### src/sv/swq_pkg.sv
// Types and constants shared by the sleep queue modules.
package swq_pkg;

  localparam int QUEUE_DEPTH_DEF = 16;
  localparam int OCC_W           = 5;
  localparam int WAKE_W          = 32;
  localparam int PRIO_W          = 8;
  localparam int TASK_W          = 8;
  localparam int KEY_W           = WAKE_W + PRIO_W;

  typedef enum logic [1:0] {
    OP_POLL    = 2'd0,
    OP_ADD     = 2'd1,
    OP_REMOVE  = 2'd2,
    OP_REQUEUE = 2'd3
  } op_e;

  typedef enum logic [2:0] {
    ST_NOTHING_DUE = 3'd0,
    ST_WOKEN       = 3'd1,
    ST_QUEUED      = 3'd2,
    ST_REMOVED     = 3'd3,
    ST_FULL        = 3'd4,
    ST_NOT_FOUND   = 3'd5
  } status_e;

  typedef struct packed {
    op_e                op;
    logic [TASK_W-1:0]  task_id;
    logic [WAKE_W-1:0]  delay;
    logic [PRIO_W-1:0]  priority_req;
    logic [WAKE_W-1:0]  now;
    logic [WAKE_W-1:0]  wake_tick;
  } req_t;

  typedef struct packed {
    status_e            status;
    logic [TASK_W-1:0]  out_task;
    logic [WAKE_W-1:0]  out_wake_tick;
    logic [OCC_W-1:0]   occupancy;
  } rsp_t;

  typedef struct packed {
    logic [WAKE_W-1:0]  wake;
    logic [TASK_W-1:0]  task_id;
    logic [PRIO_W-1:0]  prio;
  } entry_t;

  localparam int ENTRY_W = $bits(entry_t);

endpackage

### src/sv/sleep_wake_queue.sv
// Top level of the sleep queue: sequencer, entry RAM and shared comparator.
//
// Usage: drive req_i and raise start_i; the transaction is taken at a rising
// edge with start_i high and busy_o low. busy_o stays high while the entry
// RAM is searched or shifted. Exactly one result follows each transaction: it
// sits on rsp_o for one cycle with valid_o high and cannot be held off, so the
// receiver must take it in that cycle. A new transaction may start in the same
// cycle as the result is shown.
// A poll of an empty queue, and an add or requeue to a full queue, are answered
// from the idle state without reading the RAM; a poll whose head is not yet due
// reads and tests only the head. Otherwise the search reads and tests entries in
// turn, and entries are then moved one at a time, each read and then written, as
// the RAM has one read and one write port and its read data is registered. A
// requeue does no search and puts its task at the head of the queue.
// The block takes one transaction at a time.
// Reset clears the task count and the sequencer; the entry RAM is not
// cleared, as only entries below the count are ever read.
module sleep_wake_queue #(
  parameter int QUEUE_DEPTH = swq_pkg::QUEUE_DEPTH_DEF
) (
  input  logic          clk_i,
  input  logic          rst_ni,
  input  logic          start_i,
  input  swq_pkg::req_t req_i,
  output logic          busy_o,
  output logic          valid_o,
  output swq_pkg::rsp_t rsp_o
);

  localparam int CNT_W  = $clog2(QUEUE_DEPTH + 1);
  localparam int ADDR_W = $clog2(QUEUE_DEPTH);
  localparam int KW     = swq_pkg::KEY_W;
  localparam int PW     = swq_pkg::PRIO_W;

  typedef enum logic [6:0] {
    S_IDLE     = 7'b0000001,
    S_SCAN_RD  = 7'b0000010,
    S_SCAN_EV  = 7'b0000100,
    S_OPEN_RD  = 7'b0001000,
    S_OPEN_WR  = 7'b0010000,
    S_CLOSE_RD = 7'b0100000,
    S_CLOSE_WR = 7'b1000000
  } state_e;

  state_e state_q, state_d;
  logic [CNT_W-1:0] count_q, count_d;
  logic [CNT_W-1:0] idx_q, idx_d;
  logic [CNT_W-1:0] pos_q, pos_d;
  swq_pkg::op_e op_q, op_d;
  logic [KW-1:0] key_q, key_d;
  logic [swq_pkg::TASK_W-1:0] task_q, task_d;
  logic [swq_pkg::TASK_W-1:0] woke_task_q, woke_task_d;
  logic [swq_pkg::WAKE_W-1:0] woke_wake_q, woke_wake_d;
  swq_pkg::status_e status_q, status_d;
  logic valid_q, valid_d;

  logic ram_we;
  logic [ADDR_W-1:0] ram_waddr, ram_raddr;
  swq_pkg::entry_t ram_wdata, rd_entry;
  logic [swq_pkg::ENTRY_W-1:0] ram_rdata;

  logic [KW-1:0] cmp_a;
  logic cmp_gt, cmp_eq;

  logic [swq_pkg::WAKE_W-1:0] add_wake;
  logic [CNT_W-1:0] idx_inc, idx_dec;
  logic is_full;
  logic [CNT_W+swq_pkg::OCC_W-1:0] occ_ext;

  assign rd_entry = swq_pkg::entry_t'(ram_rdata);
  assign add_wake = req_i.now + req_i.delay;
  assign idx_inc  = idx_q + CNT_W'(1);
  assign idx_dec  = idx_q - CNT_W'(1);
  assign is_full  = (count_q == CNT_W'(QUEUE_DEPTH));

  // A remove compares task identifiers; every other search compares keys.
  assign cmp_a = (op_q == swq_pkg::OP_REMOVE) ?
                 {{(KW - swq_pkg::TASK_W){1'b0}}, rd_entry.task_id} :
                 {rd_entry.wake, rd_entry.prio};

  swq_ram #(
    .WIDTH(swq_pkg::ENTRY_W),
    .DEPTH(QUEUE_DEPTH)
  ) u_ram (
    .clk_i  (clk_i),
    .we_i   (ram_we),
    .waddr_i(ram_waddr),
    .wdata_i(ram_wdata),
    .raddr_i(ram_raddr),
    .rdata_o(ram_rdata)
  );

  swq_cmp u_cmp (
    .a_i (cmp_a),
    .b_i (key_q),
    .gt_o(cmp_gt),
    .eq_o(cmp_eq)
  );

  always_comb begin
    state_d     = state_q;
    count_d     = count_q;
    idx_d       = idx_q;
    pos_d       = pos_q;
    op_d        = op_q;
    key_d       = key_q;
    task_d      = task_q;
    woke_task_d = woke_task_q;
    woke_wake_d = woke_wake_q;
    status_d    = status_q;
    valid_d     = 1'b0;
    ram_we      = 1'b0;
    ram_waddr   = idx_q[ADDR_W-1:0];
    ram_wdata   = rd_entry;
    ram_raddr   = idx_q[ADDR_W-1:0];

    unique case (state_q)
      S_IDLE: begin
        if (start_i) begin
          op_d   = req_i.op;
          task_d = req_i.task_id;
          idx_d  = '0;
          unique case (req_i.op)
            swq_pkg::OP_POLL: begin
              // The low byte of all ones makes the key test a plain now >= wake.
              key_d = {req_i.now, {PW{1'b1}}};
              if (count_q == '0) begin
                valid_d  = 1'b1;
                status_d = swq_pkg::ST_NOTHING_DUE;
              end else begin
                state_d = S_SCAN_RD;
              end
            end
            swq_pkg::OP_ADD: begin
              key_d = {add_wake, req_i.priority_req};
              if (is_full) begin
                valid_d  = 1'b1;
                status_d = swq_pkg::ST_FULL;
              end else begin
                state_d = S_SCAN_RD;
              end
            end
            swq_pkg::OP_REMOVE: begin
              key_d   = {{(KW - swq_pkg::TASK_W){1'b0}}, req_i.task_id};
              state_d = S_SCAN_RD;
            end
            swq_pkg::OP_REQUEUE: begin
              key_d = {req_i.wake_tick, req_i.priority_req};
              if (is_full) begin
                valid_d  = 1'b1;
                status_d = swq_pkg::ST_FULL;
              end else begin
                pos_d   = '0;
                idx_d   = count_q;
                state_d = S_OPEN_RD;
              end
            end
            default: begin
              state_d = S_IDLE;
            end
          endcase
        end
      end

      S_SCAN_RD: begin
        if (idx_q == count_q) begin
          if (op_q == swq_pkg::OP_ADD) begin
            pos_d   = idx_q;
            state_d = S_OPEN_RD;
          end else begin
            valid_d  = 1'b1;
            status_d = swq_pkg::ST_NOT_FOUND;
            state_d  = S_IDLE;
          end
        end else begin
          state_d = S_SCAN_EV;
        end
      end

      S_SCAN_EV: begin
        unique case (op_q)
          swq_pkg::OP_POLL: begin
            if (!cmp_gt) begin
              woke_task_d = rd_entry.task_id;
              woke_wake_d = rd_entry.wake;
              pos_d       = '0;
              state_d     = S_CLOSE_RD;
            end else begin
              valid_d  = 1'b1;
              status_d = swq_pkg::ST_NOTHING_DUE;
              state_d  = S_IDLE;
            end
          end
          swq_pkg::OP_REMOVE: begin
            if (cmp_eq) begin
              pos_d   = idx_q;
              state_d = S_CLOSE_RD;
            end else begin
              idx_d   = idx_inc;
              state_d = S_SCAN_RD;
            end
          end
          swq_pkg::OP_ADD, swq_pkg::OP_REQUEUE: begin
            // Insert after every entry whose key is not greater than the new one.
            if (cmp_gt) begin
              pos_d   = idx_q;
              idx_d   = count_q;
              state_d = S_OPEN_RD;
            end else begin
              idx_d   = idx_inc;
              state_d = S_SCAN_RD;
            end
          end
          default: begin
            state_d = S_IDLE;
          end
        endcase
      end

      S_OPEN_RD: begin
        if (idx_q == pos_q) begin
          ram_we    = 1'b1;
          ram_wdata = '{wake: key_q[KW-1:PW], task_id: task_q, prio: key_q[PW-1:0]};
          count_d   = count_q + CNT_W'(1);
          valid_d   = 1'b1;
          status_d  = swq_pkg::ST_QUEUED;
          state_d   = S_IDLE;
        end else begin
          ram_raddr = idx_dec[ADDR_W-1:0];
          state_d   = S_OPEN_WR;
        end
      end

      S_OPEN_WR: begin
        ram_we  = 1'b1;
        idx_d   = idx_dec;
        state_d = S_OPEN_RD;
      end

      S_CLOSE_RD: begin
        if (idx_inc >= count_q) begin
          count_d  = count_q - CNT_W'(1);
          valid_d  = 1'b1;
          status_d = (op_q == swq_pkg::OP_POLL) ? swq_pkg::ST_WOKEN : swq_pkg::ST_REMOVED;
          state_d  = S_IDLE;
        end else begin
          ram_raddr = idx_inc[ADDR_W-1:0];
          state_d   = S_CLOSE_WR;
        end
      end

      S_CLOSE_WR: begin
        ram_we  = 1'b1;
        idx_d   = idx_inc;
        state_d = S_CLOSE_RD;
      end

      default: begin
        state_d = S_IDLE;
      end
    endcase
  end

  always_ff @(posedge clk_i or negedge rst_ni) begin
    if (!rst_ni) begin
      state_q <= S_IDLE;
      count_q <= '0;
      valid_q <= 1'b0;
    end else begin
      state_q <= state_d;
      count_q <= count_d;
      valid_q <= valid_d;
    end
  end

  always_ff @(posedge clk_i) begin
    idx_q       <= idx_d;
    pos_q       <= pos_d;
    op_q        <= op_d;
    key_q       <= key_d;
    task_q      <= task_d;
    woke_task_q <= woke_task_d;
    woke_wake_q <= woke_wake_d;
    status_q    <= status_d;
  end

  assign occ_ext = {{swq_pkg::OCC_W{1'b0}}, count_q};

  assign busy_o  = (state_q != S_IDLE);
  assign valid_o = valid_q;

  always_comb begin
    rsp_o.status        = status_q;
    rsp_o.out_task      = (status_q == swq_pkg::ST_WOKEN) ? woke_task_q : '0;
    rsp_o.out_wake_tick = (status_q == swq_pkg::ST_WOKEN) ? woke_wake_q : '0;
    rsp_o.occupancy     = occ_ext[swq_pkg::OCC_W-1:0];
  end

endmodule

### src/sv/swq_ram.sv
// Generic single-write, single-read RAM with registered read data.
module swq_ram #(
  parameter int WIDTH = 8,
  parameter int DEPTH = 16
) (
  input  logic                     clk_i,
  input  logic                     we_i,
  input  logic [$clog2(DEPTH)-1:0] waddr_i,
  input  logic [WIDTH-1:0]         wdata_i,
  input  logic [$clog2(DEPTH)-1:0] raddr_i,
  output logic [WIDTH-1:0]         rdata_o
);

  logic [WIDTH-1:0] mem_q [DEPTH];
  logic [WIDTH-1:0] rdata_q;

  always_ff @(posedge clk_i) begin
    if (we_i) begin
      mem_q[waddr_i] <= wdata_i;
    end
    rdata_q <= mem_q[raddr_i];
  end

  assign rdata_o = rdata_q;

endmodule

### src/sv/swq_cmp.sv
// Shared key comparator: greater-than and equality on a wake tick and priority key, or on a task identifier.
module swq_cmp (
  input  logic [swq_pkg::KEY_W-1:0] a_i,
  input  logic [swq_pkg::KEY_W-1:0] b_i,
  output logic                      gt_o,
  output logic                      eq_o
);

  assign gt_o = (a_i > b_i);
  assign eq_o = (a_i == b_i);

endmodule

### config.mk
export PLATFORM = sky130hd
export DESIGN_NAME = sleep_wake_queue
export DESIGN_NICKNAME = d
export VERILOG_FILES = /design/src/sv/swq_pkg.sv /design/src/sv/sleep_wake_queue.sv /design/src/sv/swq_ram.sv /design/src/sv/swq_cmp.sv
export SDC_FILE = /design/constraint.sdc
export NUM_CORES = 1
export LEC_CHECK = 0
export BUFFER_PORTS_ARGS = -buffer_cell sky130_fd_sc_hd__buf_2
export CAP_MARGIN = 10
export CORE_MARGIN = 2
export CORE_UTILIZATION = 25
export DETAILED_ROUTE_END_ITERATION = 10
export PLACE_DENSITY = 0.41
export SLEW_MARGIN = 20
export SYNTH_ARGS = -nofsm -noshare
export SYNTH_HDL_FRONTEND = slang
export SYNTH_SLANG_ARGS = --single-unit
export TNS_END_PERCENT = 1
### constraint.sdc
create_clock -name clk_i -period 8.8 [get_ports clk_i]
set_clock_uncertainty 0.2 [all_clocks]
set_input_delay 0.44 -clock clk_i [delete_from_list [all_inputs] [get_ports clk_i]]
set_output_delay 0.44 -clock clk_i [all_outputs]
set_load 0.02 [all_outputs]
==> metrics.cfg, run 1 <==
[logic_synthesis]
synth_ff_type = edfxtp_1
syn_area_per_cell_um2 = 14.8
seq_area_frac_synth = 0.703
ys_types = 75
syn_inst = 2635
async_reset_ff_frac = 0.0139
synth_enable_flop_cells = 871
syn_area_um2 = 39000
ys_warn_count = 0
ys_ff_latch = 932
syn-num-nets = 2837

[worst_setup_path]
crit_top_cell = ha_1
startpoint_type = register
worst_ep_required_time_ps = 9160
cp-end-kind = register
arrival_ps = 6140
cp_slowest_cell = edfxtp_1
slowest_delay_ps = 630
cp.buffers_inverters = 2
cp_cell_sequence = ha_1 -> nand3_1 -> xnor2_1 -> ha_1 -> a21oi_1 -> o21ai_0 -> a21oi_2 -> nand2_4 -> xnor2_2 -> buf_12 -> buf_4 -> mux4_2 -> a22oi_1 -> nand2_1
cp_max_fo = 70
crit_family = buffers and inverters
crit_type = register to register

[worst_hold_path]
holdCritPathClass = input pin to register

[timing]
hold_viol = 0
worst-slew-pin-transition_ps = 1130
drv_slew = 0
timing.final.crit_period_ps = 5780
rsz0062_at_grt = no
relSlewSlack = 0.248
fmax_mhz = 173
setup_slack_ps = 3020
tns_ps = 0
setup_viol = 0
layout_worst_path_cycle_share = 0.657

[run_status]
outcome = completed

[placed_design]
portBuffers = 166
dp.cells = 4796
dp_hpwl_um = 69000
place_congestion = 0.776
place_ws_ps = 2970

[clock_network]
numClockSinks = 932
tritoncts = built
path_clk_slew_ps = 60
clk_path_buf_depth = 3
cts_max_level = 3
cts_buffers = 103
clock_latency_ps = 700
cts_root_buf = clkbuf_16

[cells_and_area]
final_layout_size_suffix_gt1_frac = 0.178
num-nets-final = 3109
stdcell_count = 5057
final_common_cell = edfxtp_1
area_delta_synth_final_pct = 19.4
final_cell_mix = edfxtp_1, nand2_1, nor2_1

[power]
power_density_nw_per_um2 = 300
peakVddDrop_uv = 306
leakage_nw = 16.3

[route]
wl_per_cell_um = 23.9
via_count = 23306
drc = 0
via_per_inst = 4.61
drt_wl_total_um = 121000
firstDrtPassIters = 5
detail-route-antenna-nets = 0
drtIter0Drc = 1971

[grt]
first_global_vias = 23538
grt_start_max_net_pins = 141
overflow = 0
antenna_found_initial = 5
grt_pass1_wl_um = 173000
track_usage = 0.151

[floorplan]
fp.dieH_um = 399
start_util = 0.251
core.rowCount = 145
io_pins = 167
dieArea_um2 = 159000
coreArea_um2 = 156000
die_w_um = 399

[job]
cap_violations = 0

synthesized netlist by cell type, types with 13 or more instances:
| cell | instances | area share |
|---|---|---|
| o2111ai_1 | 48 | 0.011 |
| inv_1 | 63 | 0.0061 |
| mux2i_1 | 67 | 0.017 |
| mux4_2 | 96 | 0.055 |
| clkbuf_1 | 91 | 0.0087 |
| ha_1 | 83 | 0.027 |
| o21ai_0 | 99 | 0.013 |
| and2_1 | 84 | 0.013 |
| nand2_1 | 369 | 0.035 |
| a21oi_1 | 50 | 0.0064 |
| dfxtp_1 | 48 | 0.025 |
| edfxtp_1 | 871 | 0.67 |
| a32oi_1 | 49 | 0.011 |
| buf_1 | 13 | 0.0012 |
| buf_2 | 15 | 0.0019 |
| nor2_1 | 192 | 0.018 |
| a22oi_1 | 56 | 0.011 |
| xnor2_1 | 36 | 0.0081 |
| nand3_1 | 67 | 0.0086 |
| nor3_1 | 15 | 0.0019 |
| a21o_1 | 38 | 0.0073 |
logic make-up (layout without fill, tap and decap cells):
kind of cell	Yosys count	in the layout	share of synthesized area
other	0	1	0
and+or+nand+nor	790	790	0.0891
adders and majority gates	85	85	0.0276
xor gates and xnor gates	46	46	0.0103
buffers and inverters	199	562	0.0217
muxes	171	171	0.0749
DFF	932	932	0.703
AOI/OAI and AO/OA	412	412	0.0735
layout make-up:
type	instances	area (um2)
clock inverter	51	459
sequential	932	27400
timing repair buffer	301	2030
tap	2058	2570
antenna	1	2.50
inverter	65	244
fill	15639	109000
multi-input combinational	1504	11000
clock buffer	145	2870
registers in the layout, indices dropped and copies added (netlist names):
register,count
status_q,3
state_q,7
woke_wake_q,32
op_q,2
task_q,8
valid_o,1
u_ram.mem_q,768
woke_task_q,8
idx_q,5
key_q,40
u_ram.rdata_o,48
pos_q,5
count_q,5
where the power goes:
| part | switching [mW] | internal (mW) |
|---|---|---|
| Clock | 1.79 | 2.45 |
| Sequential | 0.292 | 5.69 |
| Combinational | 2.46 | 1.30 |
| Total | 4.55 | 9.44 |
per-layer routing:
metal / track usage / routed length (um)
met5: 0 / 0
met4: 0.0327 / 2170
met3: 0.0255 / 6180
met2: 0.233 / 54200
met1: 0.221 / 58400
worst reg2reg max path: stages (launching register included):
cell and delay [ps]:
edfxtp_1 630, ha_1 500, nand3_1 150, xnor2_1 300, ha_1 300, a21oi_1 110, o21ai_0 200, a21oi_2 590
nand2_4 160, xnor2_2 360, buf_12 560, buf_4 680, mux4_2 650, a22oi_1 210, nand2_1 70
final timing paths:
check | endpoint | cells after the start | startpoint | slack, ps
max in group asynchronous | valid_o | 4 | rst_ni | 6880
worst max-delay path | u_ram.rdata_o[47] | 14 | idx_q[1] | 3020
worst min-delay path | key_q[14] | 3 | req_i[38] | 30
worst max register to register | u_ram.rdata_o[47] | 14 | idx_q[1] | 3020
min in group asynchronous | count_q[4] | 3 | rst_ni | 560
worst min register to register | woke_task_q[0] | 0 | u_ram.rdata_o[8] | 310
metrics by stage:
stage	total power, mW	utilization	hold slack (ps)	instance area, um2
finish	14.0	0.299	25.3	46600
global route	14.7	0.299	22.5	46600
CTS	14.2	0.299	4.47	46600
global placement	9.89	0.274	163	42600
floorplan	8.39	-	-55.6	39000
detailed placement	9.88	0.274	162	42600
what timing repair did:
action	4_1_cts	5_1_grt
buffers inserted	0	0
hold buffers	64	0
gates resized for setup	0	0
hold endpoints to repair	60	0
No activity file was read; power rests on OpenSTA's default activity.
==> inputs of run 2 (changes only) <==
==> constraint.sdc (replaced) <==
create_clock -name clk_i -period 5.7 [get_ports clk_i]
set_clock_uncertainty 0.2 [all_clocks]
set_input_delay 0.285 -clock clk_i [delete_from_list [all_inputs] [get_ports clk_i]]
set_output_delay 0.285 -clock clk_i [all_outputs]
set_load 0.02 [all_outputs]
==> metrics.cfg, run 2 (synthesis gave the netlist of run 1 again) <==
[grt]
grt_pass1_wl_um = 177000  ; was 173000 um
track_usage = 0.155  ; was 0.151
grt_start_max_net_pins = 103  ; was 141
overflow = 0  ; unchanged
antenna_found_initial = 8  ; was 5
first_global_vias = 23731  ; was 23538

[placed_design]
place_ws_ps = 485  ; was 2970 ps
place_area_um2 = 43300  ; was 42600 um2
dp_hpwl_um = 74300  ; was 69000 um
place_congestion = 0.791  ; was 0.776
portBuffers = 166  ; unchanged

[worst_setup_path]
crit_top_cell = a21o_1  ; was ha_1
cp_cell_sequence = inv_1 -> nand2_2 -> buf_12 -> buf_4 -> and2_1 -> ha_1 -> a21o_1 -> a21o_1 -> a21o_1 -> a21o_1 -> a2111oi_2 -> buf_4 -> a21bo_2 -> and2_1 -> o211a_4 -> buf_12  ; was ha_1 -> nand3_1 -> xnor2_1 -> ha_1 -> a21oi_1 -> o21ai_0 -> a21oi_2 -> nand2_4 -> xnor2_2 -> buf_12 -> buf_4 -> mux4_2 -> a22oi_1 -> nand2_1
arrival_ps = 5450  ; was 6140 ps
crit_type = register to register  ; unchanged
r2r_cells = 16  ; was 14
startpoint_type = register  ; unchanged
cp_slowest_cell = a2111oi_2  ; was edfxtp_1
cp-end-kind = register  ; unchanged
slowest_delay_ps = 800  ; was 630 ps
cp_max_fo = 23  ; was 70
worst_ep_required_time_ps = 5900  ; was 9160 ps

[route]
via_per_inst = 4.63  ; was 4.61
wl_met1_um = 59400  ; was 58400 um
highest_layer = met5  ; was met4
wl_met2_um = 55000  ; was 54200 um
drt_wl_total_um = 124000  ; was 121000 um
firstDrtPassIters = 5  ; unchanged
wl_per_cell_um = 24.3  ; was 23.9 um
drc = 0  ; unchanged
drtIter0Drc = 2184  ; was 1971
detail-route-antenna-nets = 0  ; unchanged
route.met3.wl_um = 7660  ; was 6180 um
via_count = 23680  ; was 23306

[worst_hold_path]
holdCritPathClass = input pin to register  ; unchanged
hold_path_depth = 3  ; unchanged

[cells_and_area]
largest_register = u_ram.mem_q  ; unchanged
area_delta_synth_final_pct = 21.5  ; was 19.4%
final_area_um2 = 47500  ; was 46600 um2
final_layout_size_suffix_gt1_frac = 0.187  ; was 0.178
largest_reg_flops = 768  ; unchanged
final_common_cell = edfxtp_1  ; unchanged
num-nets-final = 3165  ; was 3109
final_cell_mix = edfxtp_1, nand2_1, nor2_1  ; unchanged
final_core_util = 0.305  ; was 0.299

[timing]
rsz0062_at_grt = no  ; unchanged
hold_viol = 0  ; unchanged
setup_slack_ps = 454  ; was 3020 ps
fmax_mhz = 191  ; was 173 MHz
relSlewSlack = 0.229  ; was 0.248
drv_slew = 0  ; unchanged
worst-slew-pin-transition_ps = 1150  ; was 1130 ps
layout_worst_path_cycle_share = 0.920  ; was 0.657
worst_hold_slack_ps = 25.8  ; was 25.3 ps
setup_viol = 0  ; unchanged
timing.final.crit_period_ps = 5250  ; was 5780 ps

[clock_network]
cts_root_buf = clkbuf_16  ; unchanged
path_clk_slew_ps = 60  ; about the same
cts_buffers = 105  ; was 103
cts_resized = 0  ; unchanged
hold_buffers = 83  ; was 64
cts_max_level = 3  ; unchanged
tritoncts = built  ; unchanged
numClockSinks = 932  ; unchanged
clk_path_buf_depth = 3  ; unchanged
postCtsSetupRepairBufs = 0  ; unchanged
clock_latency_ps = 720  ; was 700 ps

[power]
combPwrFrac = 0.280  ; was 0.269
leakage_nw = 16.7  ; was 16.3 nW
p_sw_frac = 0.327  ; was 0.325
clockPowerShare = 0.301  ; was 0.303
power_density_nw_per_um2 = 463  ; was 300 nW/um2
switching_power_mw = 7.20  ; was 4.55 mW
p_seq_frac = 0.419  ; was 0.428
peakVddDrop_uv = 463  ; was 306 uV
internal_power_mw = 14.8  ; was 9.44 mW

[floorplan]
core.rowCount = 145  ; unchanged
dieArea_um2 = 159000  ; unchanged
io_pins = 167  ; unchanged
start_util = 0.251  ; unchanged
coreArea_um2 = 156000  ; unchanged
die_w_um = 399  ; unchanged
fp.dieH_um = 399  ; unchanged

[job]
cap_violations = 0  ; unchanged

[run_status]
outcome = completed  ; unchanged

run 2: cell count changes in the layout (fill, tap and decap cells not counted), moves of 2 or more:
cell / previous run / this run
dlygate4sd3_1: 64 / 83
clkinv_1: 19 / 14
buf_12: 2 / 31
buf_4: 69 / 75
inv_6: 4 / 2
clkbuf_1: 31 / 38
clkinv_8: 0 / 2
run 2: power by group through the flow:
stage / clock (mW) / sequential [mW] / combinational [mW]
final: 6.61 / 9.22 / 6.16
after global routing: 7.06 / 9.25 / 6.82
after CTS: 6.77 / 9.24 / 6.25
after detailed placement: 0 / 9.37 / 6.17
after global placement: 0 / 9.38 / 6.19
after floorplan: 0 / 9.08 / 3.87
run 2: layout make-up:
type	instances	area [um2]
Tap cell	2058	2570
Inverter	65	244
Clock inverter	45	438
Multi-Input combinational cell	1504	11000
Clock buffer	153	2920
Antenna cell	1	2.50
Timing Repair Buffer	355	2850
Fill cell	15565	108000
Sequential cell	932	27400
run 2: worst max-delay path: cells and delay by family (launching register included):
| kind | cells | cell delay, ps |
|---|---|---|
| AOI/OAI and AO/OA | 7 | 2250 |
| adders and majority gates | 1 | 180 |
| buffers and inverters | 5 | 1080 |
| DFF | 1 | 480 |
| and+or+nand+nor | 3 | 720 |
run 2: layer usage:
layer | vias to the layer above | GRT usage
met4 | 8 | 0.0332
met1 | 12156 | 0.226
met2 | 654 | 0.237
met5 | - | 0
met3 | 150 | 0.0333
li1 | 10712 | -
run 2: stage by stage:
| step | power, mW | std cells | setup TNS, ps |
|---|---|---|---|
| after floorplan | 13.0 | 2635 | -55710 |
| after global placement | 15.6 | 4831 | -6420 |
| after detailed placement | 15.5 | 4831 | 0 |
| after CTS | 22.3 | 5112 | 0 |
| after global routing | 23.1 | 5112 | 0 |
| final | 22.0 | 5113 | 0 |
run 2: worst paths after layout:
check / start / end / slack [ps]
max in group asynchronous: rst_ni / count_q[0] / 3820
hold reg to reg: u_ram.rdata_o[13] / woke_task_q[5] / 310
hold / removal: req_i[36] / key_q[12] / 30
setup reg to reg: op_q[0] / woke_wake_q[19] / 450
min in group asynchronous: rst_ni / state_q[0] / 460
setup / recovery: op_q[0] / woke_wake_q[19] / 450
